## config.mk

```make
export PLATFORM = sky130hd
export DESIGN_NAME = infix_digit_expression_evaluator
export DESIGN_NICKNAME = d
export VERILOG_FILES = /design/src/rtl/iexp_pkg.sv /design/src/rtl/iexp_div.sv /design/src/rtl/infix_digit_expression_evaluator.sv
export SDC_FILE = /design/constraint.sdc
export NUM_CORES = 1
export LEC_CHECK = 0
export ABC_AREA = 1
export BUFFER_PORTS_ARGS = -buffer_cell sky130_fd_sc_hd__buf_2
export CAP_MARGIN = 0
export CELL_PAD_IN_SITES_DETAIL_PLACEMENT = 1
export CELL_PAD_IN_SITES_GLOBAL_PLACEMENT = 1
export CORE_UTILIZATION = 45
export CTS_CLUSTER_SIZE = 16
export DETAILED_ROUTE_END_ITERATION = 10
export MAX_ROUTING_LAYER = met4
export PLACE_DENSITY_LB_ADDON = 0.15
export SLEW_MARGIN = 15
export SYNTH_ARGS = -nofsm -noshare
export SYNTH_HDL_FRONTEND = slang
export SYNTH_SLANG_ARGS = --single-unit
```

## constraint.sdc

```tcl
create_clock -name clock -period 4.87 [get_ports clock]
set_input_delay 0.487 -clock clock [delete_from_list [all_inputs] [get_ports clock]]
set_output_delay 0.487 -clock clock [all_outputs]
set_load 0.1 [all_outputs]
```

## src/rtl/iexp_pkg.sv

```systemverilog
// Package: character codes, operator and status codes, divider interface types.
`timescale 1ns / 1ps
package iexp_pkg;

   localparam int CHAR_W   = 8;
   localparam int DATA_W   = 32;
   localparam int DIGIT_W  = 4;
   localparam int STATUS_W = 2;

   localparam logic [CHAR_W-1:0] CH_ZERO = 8'h30;
   localparam logic [CHAR_W-1:0] CH_NINE = 8'h39;
   localparam logic [CHAR_W-1:0] CH_MUL  = 8'h2A;
   localparam logic [CHAR_W-1:0] CH_DIV  = 8'h2F;
   localparam logic [CHAR_W-1:0] CH_MOD  = 8'h25;
   localparam logic [CHAR_W-1:0] CH_ADD  = 8'h2B;
   localparam logic [CHAR_W-1:0] CH_SUB  = 8'h2D;

   // One restoring step per cycle over the dividend bits.
   localparam int DIV_STEPS = DATA_W;
   localparam int DIV_CNT_W = $clog2(DIV_STEPS);

   typedef enum logic [1:0] {
      OP_NONE = 2'd0,
      OP_MUL  = 2'd1,
      OP_DIV  = 2'd2,
      OP_MOD  = 2'd3
   } mul_op_type;

   typedef enum logic [STATUS_W-1:0] {
      ST_OK      = 2'd0,
      ST_DIGIT   = 2'd1,
      ST_DIVZERO = 2'd2
   } status_type;

   typedef struct packed {
      logic               start;
      logic               want_rem;
      logic [DIGIT_W-1:0] divisor;
   } div_req_type;

   typedef struct packed {
      logic              done;
      logic [DATA_W-1:0] result;
   } div_rsp_type;

endpackage

```

## src/rtl/iexp_div.sv

```systemverilog
// Iterative signed divider by a one-digit divisor, truncating toward zero.
`timescale 1ns / 1ps
module iexp_div import iexp_pkg::*; (
   input  logic              clock,
   input  logic              reset,
   input  div_req_type       div_req,
   input  logic [DATA_W-1:0] div_numer,
   output div_rsp_type       div_rsp
);

   typedef enum logic [1:0] {
      DV_IDLE,
      DV_RUN,
      DV_FIN
   } dv_state_type;

   dv_state_type         state_ff, state_in;
   logic [DIV_CNT_W-1:0] count_ff, count_in;
   logic [DATA_W-1:0]    quo_ff, quo_in;
   logic [DIGIT_W-1:0]   rem_ff, rem_in;
   logic [DIGIT_W-1:0]   divisor_ff, divisor_in;
   logic                 neg_ff, neg_in;
   logic                 want_rem_ff, want_rem_in;

   logic [DIGIT_W:0]     shifted;
   logic                 fits;
   logic [DIGIT_W:0]     diff;
   logic [DATA_W-1:0]    mag_sel;

   // one restoring step
   assign shifted = {rem_ff, quo_ff[DATA_W-1]};
   assign fits    = shifted >= {1'b0, divisor_ff};
   assign diff    = shifted - {1'b0, divisor_ff};

   assign mag_sel = want_rem_ff ? {{(DATA_W-DIGIT_W){1'b0}}, rem_ff} : quo_ff;

   assign div_rsp.done   = (state_ff == DV_FIN);
   assign div_rsp.result = neg_ff ? (DATA_W'(0) - mag_sel) : mag_sel;

   always_comb begin
      state_in    = state_ff;
      count_in    = count_ff;
      quo_in      = quo_ff;
      rem_in      = rem_ff;
      divisor_in  = divisor_ff;
      neg_in      = neg_ff;
      want_rem_in = want_rem_ff;
      unique case (state_ff)
         DV_IDLE: begin
            if (div_req.start) begin
               neg_in      = div_numer[DATA_W-1];
               quo_in      = div_numer[DATA_W-1] ? (DATA_W'(0) - div_numer) : div_numer;
               rem_in      = '0;
               count_in    = '0;
               divisor_in  = div_req.divisor;
               want_rem_in = div_req.want_rem;
               state_in    = DV_RUN;
            end
         end
         DV_RUN: begin
            rem_in   = fits ? diff[DIGIT_W-1:0] : shifted[DIGIT_W-1:0];
            quo_in   = {quo_ff[DATA_W-2:0], fits};
            count_in = count_ff + 1'b1;
            if (count_ff == DIV_CNT_W'(DIV_STEPS - 1)) begin
               state_in = DV_FIN;
            end
         end
         DV_FIN: begin
            state_in = DV_IDLE;
         end
         default: begin
            state_in = DV_IDLE;
         end
      endcase
   end

   always_ff @(posedge clock) begin
      if (reset) begin
         state_ff <= DV_IDLE;
         count_ff <= '0;
      end else begin
         state_ff <= state_in;
         count_ff <= count_in;
      end
      quo_ff      <= quo_in;
      rem_ff      <= rem_in;
      divisor_ff  <= divisor_in;
      neg_ff      <= neg_in;
      want_rem_ff <= want_rem_in;
   end

endmodule

```

## src/rtl/infix_digit_expression_evaluator.sv

```systemverilog
// Top level: character-serial infix evaluator with two precedence levels.
//
//   channel | dir | payload                                   | note
//   req_    | in  | tdata[7:0] char_code                      | one ASCII char a beat
//   rsp_    | out | tdata[31:0] value, tuser[1:0] status      | one beat per expression
//
// Division: a digit after '/' or '%' is accepted, run through the shared one-bit-a-cycle
//   restoring divider and written back to the term; every other character is handled
//   as it is accepted.
// Reset: synchronous, active high; expression state cleared, no beat pending.
// Stalls: req_tready is low while dividing and while a result beat waits
//   unaccepted; it rises in the cycle the waiting beat is taken.
`timescale 1ns / 1ps
module infix_digit_expression_evaluator import iexp_pkg::*; (
   input  logic                clock,
   input  logic                reset,
   input  logic                req_tvalid,
   output logic                req_tready,
   input  logic [CHAR_W-1:0]   req_tdata,   // [7:0] char_code
   output logic                rsp_tvalid,
   input  logic                rsp_tready,
   output logic [DATA_W-1:0]   rsp_tdata,   // [31:0] value
   output logic [STATUS_W-1:0] rsp_tuser    // [1:0] status
);

   typedef enum logic {
      S_IDLE,
      S_DIVIDE
   } state_type;

   state_type          state_ff, state_in;
   logic [DATA_W-1:0]  sum_ff, sum_in;        // finished terms
   logic               sub_ff, sub_in;        // next term subtracted
   logic [DATA_W-1:0]  term_ff, term_in;      // current term
   mul_op_type         op_ff, op_in;          // pending * / %
   logic               expect_ff, expect_in;  // a digit must come next

   logic               out_valid_ff, out_valid_in;
   logic [DATA_W-1:0]  out_value_ff, out_value_in;
   status_type         out_status_ff, out_status_in;

   logic                       accept;
   logic                       is_digit;
   logic [DIGIT_W-1:0]         digit;
   logic [DATA_W+DIGIT_W-1:0]  product;
   logic [DATA_W-1:0]          fold;
   div_req_type                div_req;
   div_rsp_type                div_rsp;

   assign req_tready = (state_ff == S_IDLE) && (!out_valid_ff || rsp_tready);
   assign accept     = req_tvalid && req_tready;

   assign is_digit = (req_tdata >= CH_ZERO) && (req_tdata <= CH_NINE);
   assign digit    = DIGIT_W'(req_tdata - CH_ZERO);
   assign product  = term_ff * digit;
   assign fold     = sub_ff ? (sum_ff - term_ff) : (sum_ff + term_ff);

   // divider launched straight from the accepting edge
   assign div_req.start    = accept && expect_ff && is_digit && (digit != '0)
                             && ((op_ff == OP_DIV) || (op_ff == OP_MOD));
   assign div_req.want_rem = (op_ff == OP_MOD);
   assign div_req.divisor  = digit;

   iexp_div u_div (
      .clock     (clock),
      .reset     (reset),
      .div_req   (div_req),
      .div_numer (term_ff),
      .div_rsp   (div_rsp)
   );

   always_comb begin
      logic emit;
      emit          = 1'b0;
      state_in      = state_ff;
      sum_in        = sum_ff;
      sub_in        = sub_ff;
      term_in       = term_ff;
      op_in         = op_ff;
      expect_in     = expect_ff;
      out_valid_in  = out_valid_ff && !rsp_tready;
      out_value_in  = out_value_ff;
      out_status_in = out_status_ff;

      unique case (state_ff)
         S_IDLE: begin
            if (accept) begin
               if (expect_ff) begin
                  if (!is_digit) begin
                     emit          = 1'b1;
                     out_value_in  = '0;
                     out_status_in = ST_DIGIT;
                  end else begin
                     unique case (op_ff)
                        OP_MUL: begin
                           term_in   = product[DATA_W-1:0];
                           op_in     = OP_NONE;
                           expect_in = 1'b0;
                        end
                        OP_DIV, OP_MOD: begin
                           if (digit == '0) begin
                              emit          = 1'b1;
                              out_value_in  = '0;
                              out_status_in = ST_DIVZERO;
                           end else begin
                              state_in = S_DIVIDE;
                           end
                        end
                        OP_NONE: begin
                           term_in   = {{(DATA_W-DIGIT_W){1'b0}}, digit};
                           expect_in = 1'b0;
                        end
                        default: begin
                           term_in = term_ff;
                        end
                     endcase
                  end
               end else begin
                  priority if (req_tdata == CH_MUL) begin
                     op_in     = OP_MUL;
                     expect_in = 1'b1;
                  end else if (req_tdata == CH_DIV) begin
                     op_in     = OP_DIV;
                     expect_in = 1'b1;
                  end else if (req_tdata == CH_MOD) begin
                     op_in     = OP_MOD;
                     expect_in = 1'b1;
                  end else if ((req_tdata == CH_ADD) || (req_tdata == CH_SUB)) begin
                     sum_in    = fold;
                     term_in   = '0;
                     sub_in    = (req_tdata == CH_SUB);
                     op_in     = OP_NONE;
                     expect_in = 1'b1;
                  end else begin
                     // terminator
                     emit          = 1'b1;
                     out_value_in  = fold;
                     out_status_in = ST_OK;
                  end
               end
            end
         end
         S_DIVIDE: begin
            if (div_rsp.done) begin
               term_in   = div_rsp.result;
               op_in     = OP_NONE;
               expect_in = 1'b0;
               state_in  = S_IDLE;
            end
         end
         default: begin
            state_in = S_IDLE;
         end
      endcase

      if (emit) begin
         out_valid_in = 1'b1;
         sum_in       = '0;
         sub_in       = 1'b0;
         term_in      = '0;
         op_in        = OP_NONE;
         expect_in    = 1'b1;
      end
   end

   always_ff @(posedge clock) begin
      if (reset) begin
         state_ff     <= S_IDLE;
         sum_ff       <= '0;
         sub_ff       <= 1'b0;
         term_ff      <= '0;
         op_ff        <= OP_NONE;
         expect_ff    <= 1'b1;
         out_valid_ff <= 1'b0;
      end else begin
         state_ff     <= state_in;
         sum_ff       <= sum_in;
         sub_ff       <= sub_in;
         term_ff      <= term_in;
         op_ff        <= op_in;
         expect_ff    <= expect_in;
         out_valid_ff <= out_valid_in;
      end
      out_value_ff  <= out_value_in;
      out_status_ff <= out_status_in;
   end

   assign rsp_tvalid = out_valid_ff;
   assign rsp_tdata  = out_value_ff;
   assign rsp_tuser  = out_status_ff;

endmodule

```

Word level (Yosys, flattened, before mapping)
Index checks and enable logic that the tools add are counted.

storage, ports and cells
  register bits = 153
  bits of input ports = 12
  output and inout bits = 36
  word-level logic and storage cells = 168

operators by class
  $add $sub $neg = 7
  $mul = 1
  $lt $le $gt $ge = 3
  eq/ne operators = 29
  multiplexer cells = 78
  bitwise gates (word level) = 5
  reduce and logical (&&, ||, !) cells = 29

operator list
  operator                                                            number
  2-to-1 mux 32 bit                                                   21
  one-hot mux 32 bit (2 select lines)                                 3
  subtractor 1 x 32 -> 32 bit (first input constant)                  2
  equality test 8 x 6 -> 1 bit (second input constant)                5
  2-to-1 mux 2 bit                                                    19
  adder 32 bit                                                        1
  multiplier 32 x 4 -> 32 bit                                         1
  subtractor 32 bit                                                   1
  2-to-1 mux 1 bit                                                    26
  AND reduction 8 bit                                                 2
  inequality test 2 bit (second input constant)                       6
  inequality test 3 x 2 -> 1 bit (second input constant)              4
  inequality test 3 bit (second input constant)                       4
  one-hot mux 5 bit (2 select lines)                                  1
  greater-or-equal comparator 8 x 6 -> 1 bit (second input constant)  1
  <= comparator 8 x 6 -> 1 bit (second input constant)                1
  logical AND 1 bit                                                   8
  2-to-1 mux 4 bit                                                    2
  one-hot mux 2 bit (2 select lines)                                  2
  one-hot mux 4 bit (2 select lines)                                  1
  AND reduction 2 bit                                                 4
  AND reduction 7 bit                                                 1
  equality test 2 bit (second input constant)                         3
  inequality test 6 x 2 -> 1 bit (second input constant)              1
  other kinds (19)                                                    32

Logic depth before layout (Yosys ltp)
  word-level depth = 10
  depth in mapped cells = 25
  mapped depth without buffers = 25

Hierarchy
A second synthesis with hierarchy kept.

second synthesis, totals
  cell total of the unflattened synthesis = 2745
  area total of the unflattened synthesis = 16773.6 sq um

modules (own cells, without submodules)
  module                            times used  cells each  area each (sq um)  seq. area each (sq um)
  infix_digit_expression_evaluator  1           2067        12336.8            2422.3
  iexp_div                          1           678         4436.8             1401.3

Worst setup path after synthesis
Ideal clock, no wire load.

  kind = in2reg
  start = in req_tdata[3]
  end = reg term_ff[29]
  library setup time = 0.109 ns
  arrival = 3.770 ns
  data required time = 4.761 ns
  path slack = 0.991 ns
  stages = 19
  buffers on the path = 3
  cells stage by stage = buf_2 clkbuf_1 buf_1 nand2_1 fa_1 fa_1 inv_1 ha_1 nand2_1 o21ai_0 nand3_1 nand3_1 nand2_1 nand2_1 nand2_1 nand3_1 nand3_1 nand2_1 inv_1

on the way
  cells in the longest elaborated chain, start to end = 10
  elaborated cells on any way between the ends = 34
  classes of those cells = 1 x add/sub; 1 x mul; 2 x order compare; 10 x eq/ne; 15 x mux; 5 x reduce/logical

RTL lines
  item                                                                  line                                     RTL
  from (decl)                                                           infix_digit_expression_evaluator.sv:19   input logic [CHAR_W-1:0] req_tdata,
  branches (longest 10 deep; another with multiplier 32 x 4 -> 32 bit)  -
  to (signal assigned)                                                  infix_digit_expression_evaluator.sv:179  term_ff <= term_in;
  to (decl)                                                             infix_digit_expression_evaluator.sv:34   logic [DATA_W-1:0] term_ff, term_in;

Several ways; the timed one is not identified. The select of a mux whose other input is x is not followed.
A chain may end at the register's enable or synchronous reset.

Worst setup path after layout
  start = reg term_ff[6]
  end = reg out_value_ff[22] (netlist: rsp_tdata[22]) (data pin)

on the way
  cells in the longest elaborated chain, start to end = 7
  elaborated cells on any way between the ends = 8
  classes of those cells = 2 x add/sub; 6 x mux

RTL lines
  item                                                      line                                     RTL
  adder 32 bit / subtractor 32 bit (equally long branches)  infix_digit_expression_evaluator.sv:56   assign fold = sub_ff ? (sum_ff - term_ff) : (sum_ff + term_ff);
  2-to-1 mux 32 bit (*)                                     infix_digit_expression_evaluator.sv:56
  2-to-1 mux 32 bit (*)                                     infix_digit_expression_evaluator.sv:128  end else if ((req_tdata == CH_ADD) || (req_tdata == CH_SUB)) begin
  2-to-1 mux 32 bit (*)                                     infix_digit_expression_evaluator.sv:125  end else if (req_tdata == CH_MOD) begin
  2-to-1 mux 32 bit (*)                                     infix_digit_expression_evaluator.sv:122  end else if (req_tdata == CH_DIV) begin
  2-to-1 mux 32 bit (*)                                     infix_digit_expression_evaluator.sv:119  priority if (req_tdata == CH_MUL) begin
  2-to-1 mux 32 bit (*)                                     infix_digit_expression_evaluator.sv:88   if (expect_ff) begin
  to (signal assigned)                                      infix_digit_expression_evaluator.sv:184  out_value_ff <= out_value_in;
  to (decl)                                                 infix_digit_expression_evaluator.sv:39   logic [DATA_W-1:0] out_value_ff, out_value_in;

Mark *: on every way between the ends. The rest lies on a longest branch, timed or not. The select of a mux whose other input is x is not followed.

==> results.ini <==
[status]
status = complete, no violations

[routing]
num_vias = 16100
vias_per_cell = 5.41
drtIter0Drc = 818
drc = 0
drtAntennaViolNets = 0
dr.pass1.iters = 5
wirelength_mm = 55.6
wl_per_cell_um = 18.6

[floorplanning]
row_count = 68
die_h_um = 190
core_um2 = 34600
io_pins = 48
start_util = 0.459
dieWidth_um = 190
die_area_um2 = 36000

[logic_synthesis]
ys.flop_type = dfxtp_1
syn_avg_cell_area_um2 = 6.31
seq_area_frac_synth = 0.241
async_reset_ff_frac = 0
yosysWarnings = 0
synthCells = 2516
synth_edf_count = 76
syn_nets = 2659
ys_ff_latch = 153
syn_area_um2 = 15900
yosysUniqueCellTypes = 53

[power]
seqPwrFrac = 0.349
power_mw = 4.05
ir_drop_v = 0.000234
pwr-share-comb = 0.315
p_per_area_nw_per_um2 = 239
p_int_mw = 2.41
p_switching_mw = 1.64
swShare = 0.406
power_leakage_nw = 9.05
clock_power_share = 0.337

[clocking]
cts_tree = built
ctsHoldBuffers = 0
cts.sinks = 153
cts.htree.levels = 4
ctsResizeCount = 0
post_cts_buffers = 0
clkTransAtPathRegs_ps = 70
cts_buffer_depth = 2
numCtsBuffers = 17
worstSkewPairLatency_ps = 460
clk_root_buffer_cell = clkbuf_16

[global_route]
grt_pass1_vias = 16800
grt_antenna_before_repair = 0
grt_pass1_wl_mm = 88.4
grt_start_max_net_pins = 48
grt_usage = 0.325
grt.overflow.total = 0

[timing]
slew_viol_final = 0
fmax_mhz = 249
setup_tns_ps = 0
skew_ps = 11.4
finalCritPeriodShare = 0.823
tightest_slew_ps = 985
setup_viol = 0
hold_viol_final = 0
finalCriticalPeriod_ps = 4010
slew-limit-headroom = 0.342
rsz0062_at_grt = no

[setup_path]
endpoint_kind = flip-flop
required_ps = 5060
crit_arrival_ps = 4200
cpPeakStageDelay_ps = 500
path_cells = inv_1 -> nand2_2 -> nor3_4 -> inv_2 -> o21ai_0 -> nand2_1 -> nand2_1 -> o21ai_0 -> ha_1 -> nand2_1 -> nor2_1 -> inv_1 -> nor3_1 -> nand2_1 -> nand2_1 -> nand2_1 -> nand2_1 -> xnor2_1 -> nor2_1
cp-start-kind = flip-flop
crit_path_top_delay_cell = dfxtp_1
critPathKind = flip-flop to flip-flop
cp_max_fo = 9
cp_common_cell = nand2_1

[finish]
fin_area_um2 = 17000
utilization = 0.490
syn_to_final_growth_pct = 6.83
fillers = 4746
nets = 2655
layout_common_cells = 737 x nand2_1, 468 x inv_1, 216 x nor2_1
final_cells = 2980
diodes = 0
final_common_cell = nand2_1
drive_above_1_share = 0.0756

[hold_path]
hp-class = input pin to flip-flop

[flow_run]
drv_cap = 0

[placement]
placed_cells = 2948
placedInstanceArea_um2 = 16400
dpl.hpwl_mm = 44.6
numPortBuffers = 47
gp_routability_congestion = 0.964

path summary, 6_finish.rpt:
| path | depth (start not counted) | start | end | slack [ps] |
|---|---|---|---|---|
| hold reg to reg | 2 | u_div.count_ff[3] | u_div.count_ff[3] | 480 |
| hold / removal | 2 | reset | u_div.count_ff[4] | 310 |
| setup reg to reg | 19 | term_ff[6] | rsp_tdata[22] | 860 |
| setup / recovery | 19 | term_ff[6] | rsp_tdata[22] | 860 |
power by group through the flow:
| stage | logic [mW] | clock network [mW] | registers (mW) |
|---|---|---|---|
| finish | 1.28 | 1.36 | 1.41 |
| global route | 1.39 | 1.43 | 1.41 |
| CTS | 1.27 | 1.38 | 1.41 |
| detailed placement | 1.26 | 0 | 1.44 |
| global placement | 1.24 | 0 | 1.44 |
| floorplan | 0.758 | 0 | 1.61 |
cells by family (layout without fill, tap and decap cells):
logic type,Yosys count,after routing,share of synthesized area
AND/OR/NAND/NOR,1255,1255,0.333
buffers and inverters,574,583,0.144
AO/OA/AOI/OAI,360,360,0.127
flip-flops,153,153,0.241
adder cells (fa/ha/maj),131,131,0.131
XOR/XNOR,42,42,0.0232
multiplexers,1,1,0.000630
metal layers:
layer	vias to the layer above	track usage	routed length (um)
li1	7866	-	-
met1	7862	0.410	25300
met2	323	0.550	26900
met3	78	0.0315	2040
met4	0	0.0955	1360
met5	-	-	0
worst max-delay path: cells and delay by family (launching register included):
kind	cells	cell delay (ps)
AO/OA/AOI/OAI	2	410
XOR/XNOR	1	230
adder cells (fa/ha/maj)	1	440
buffers and inverters	3	530
flip-flops	1	500
AND/OR/NAND/NOR	12	1630
cell type report:
cell class              count  area, um^2  area share
multi-input cells        1789        9770       0.576
flip-flops and latches    153        3820       0.225
inverters                 481        1810       0.107
well taps                 455         569      0.0336
clock buffers              18         439      0.0259
repair buffers             70         408      0.0240
clock inverters            14         150     0.00885
flip-flops by register name (all words and copies together), names as in the netlist:
signal and count:
rsp_tdata 32, sum_ff 32, term_ff 32, u_div.quo_ff 32, u_div.count_ff 5, u_div.divisor_ff 4, u_div.rem_ff 4, op_ff 2
rsp_tuser 2, u_div.state_ff 2, expect_ff 1, rsp_tvalid 1, state_ff 1, sub_ff 1, u_div.neg_ff 1, u_div.want_rem_ff 1
Yosys cell counts, types with 23 or more instances:
cell      number  area (um^2)
a21oi_1      145          726
buf_2         27          135
clkbuf_1      41          154
dfxtp_1       77         1540
edfxtp_1      76         2280
fa_1          59         1180
ha_1          72          901
inv_1        468         1760
nand2_1      737         2770
nand3_1      177          886
nand4_1       23          144
nor2_1       217          815
nor3_1        26          130
o21ai_0      125          626
xor2_1        26          228
stage by stage:
step / hold WS [ps] / setup slack (ps)
3_3_place_gp: 455 / 589
2_1_floorplan: 435 / 991
6_report: 306 / 861
3_5_place_dp: 464 / 549
5_1_grt: 299 / 644
4_1_cts: 278 / 970
No activity file was read; power rests on OpenSTA's default activity.
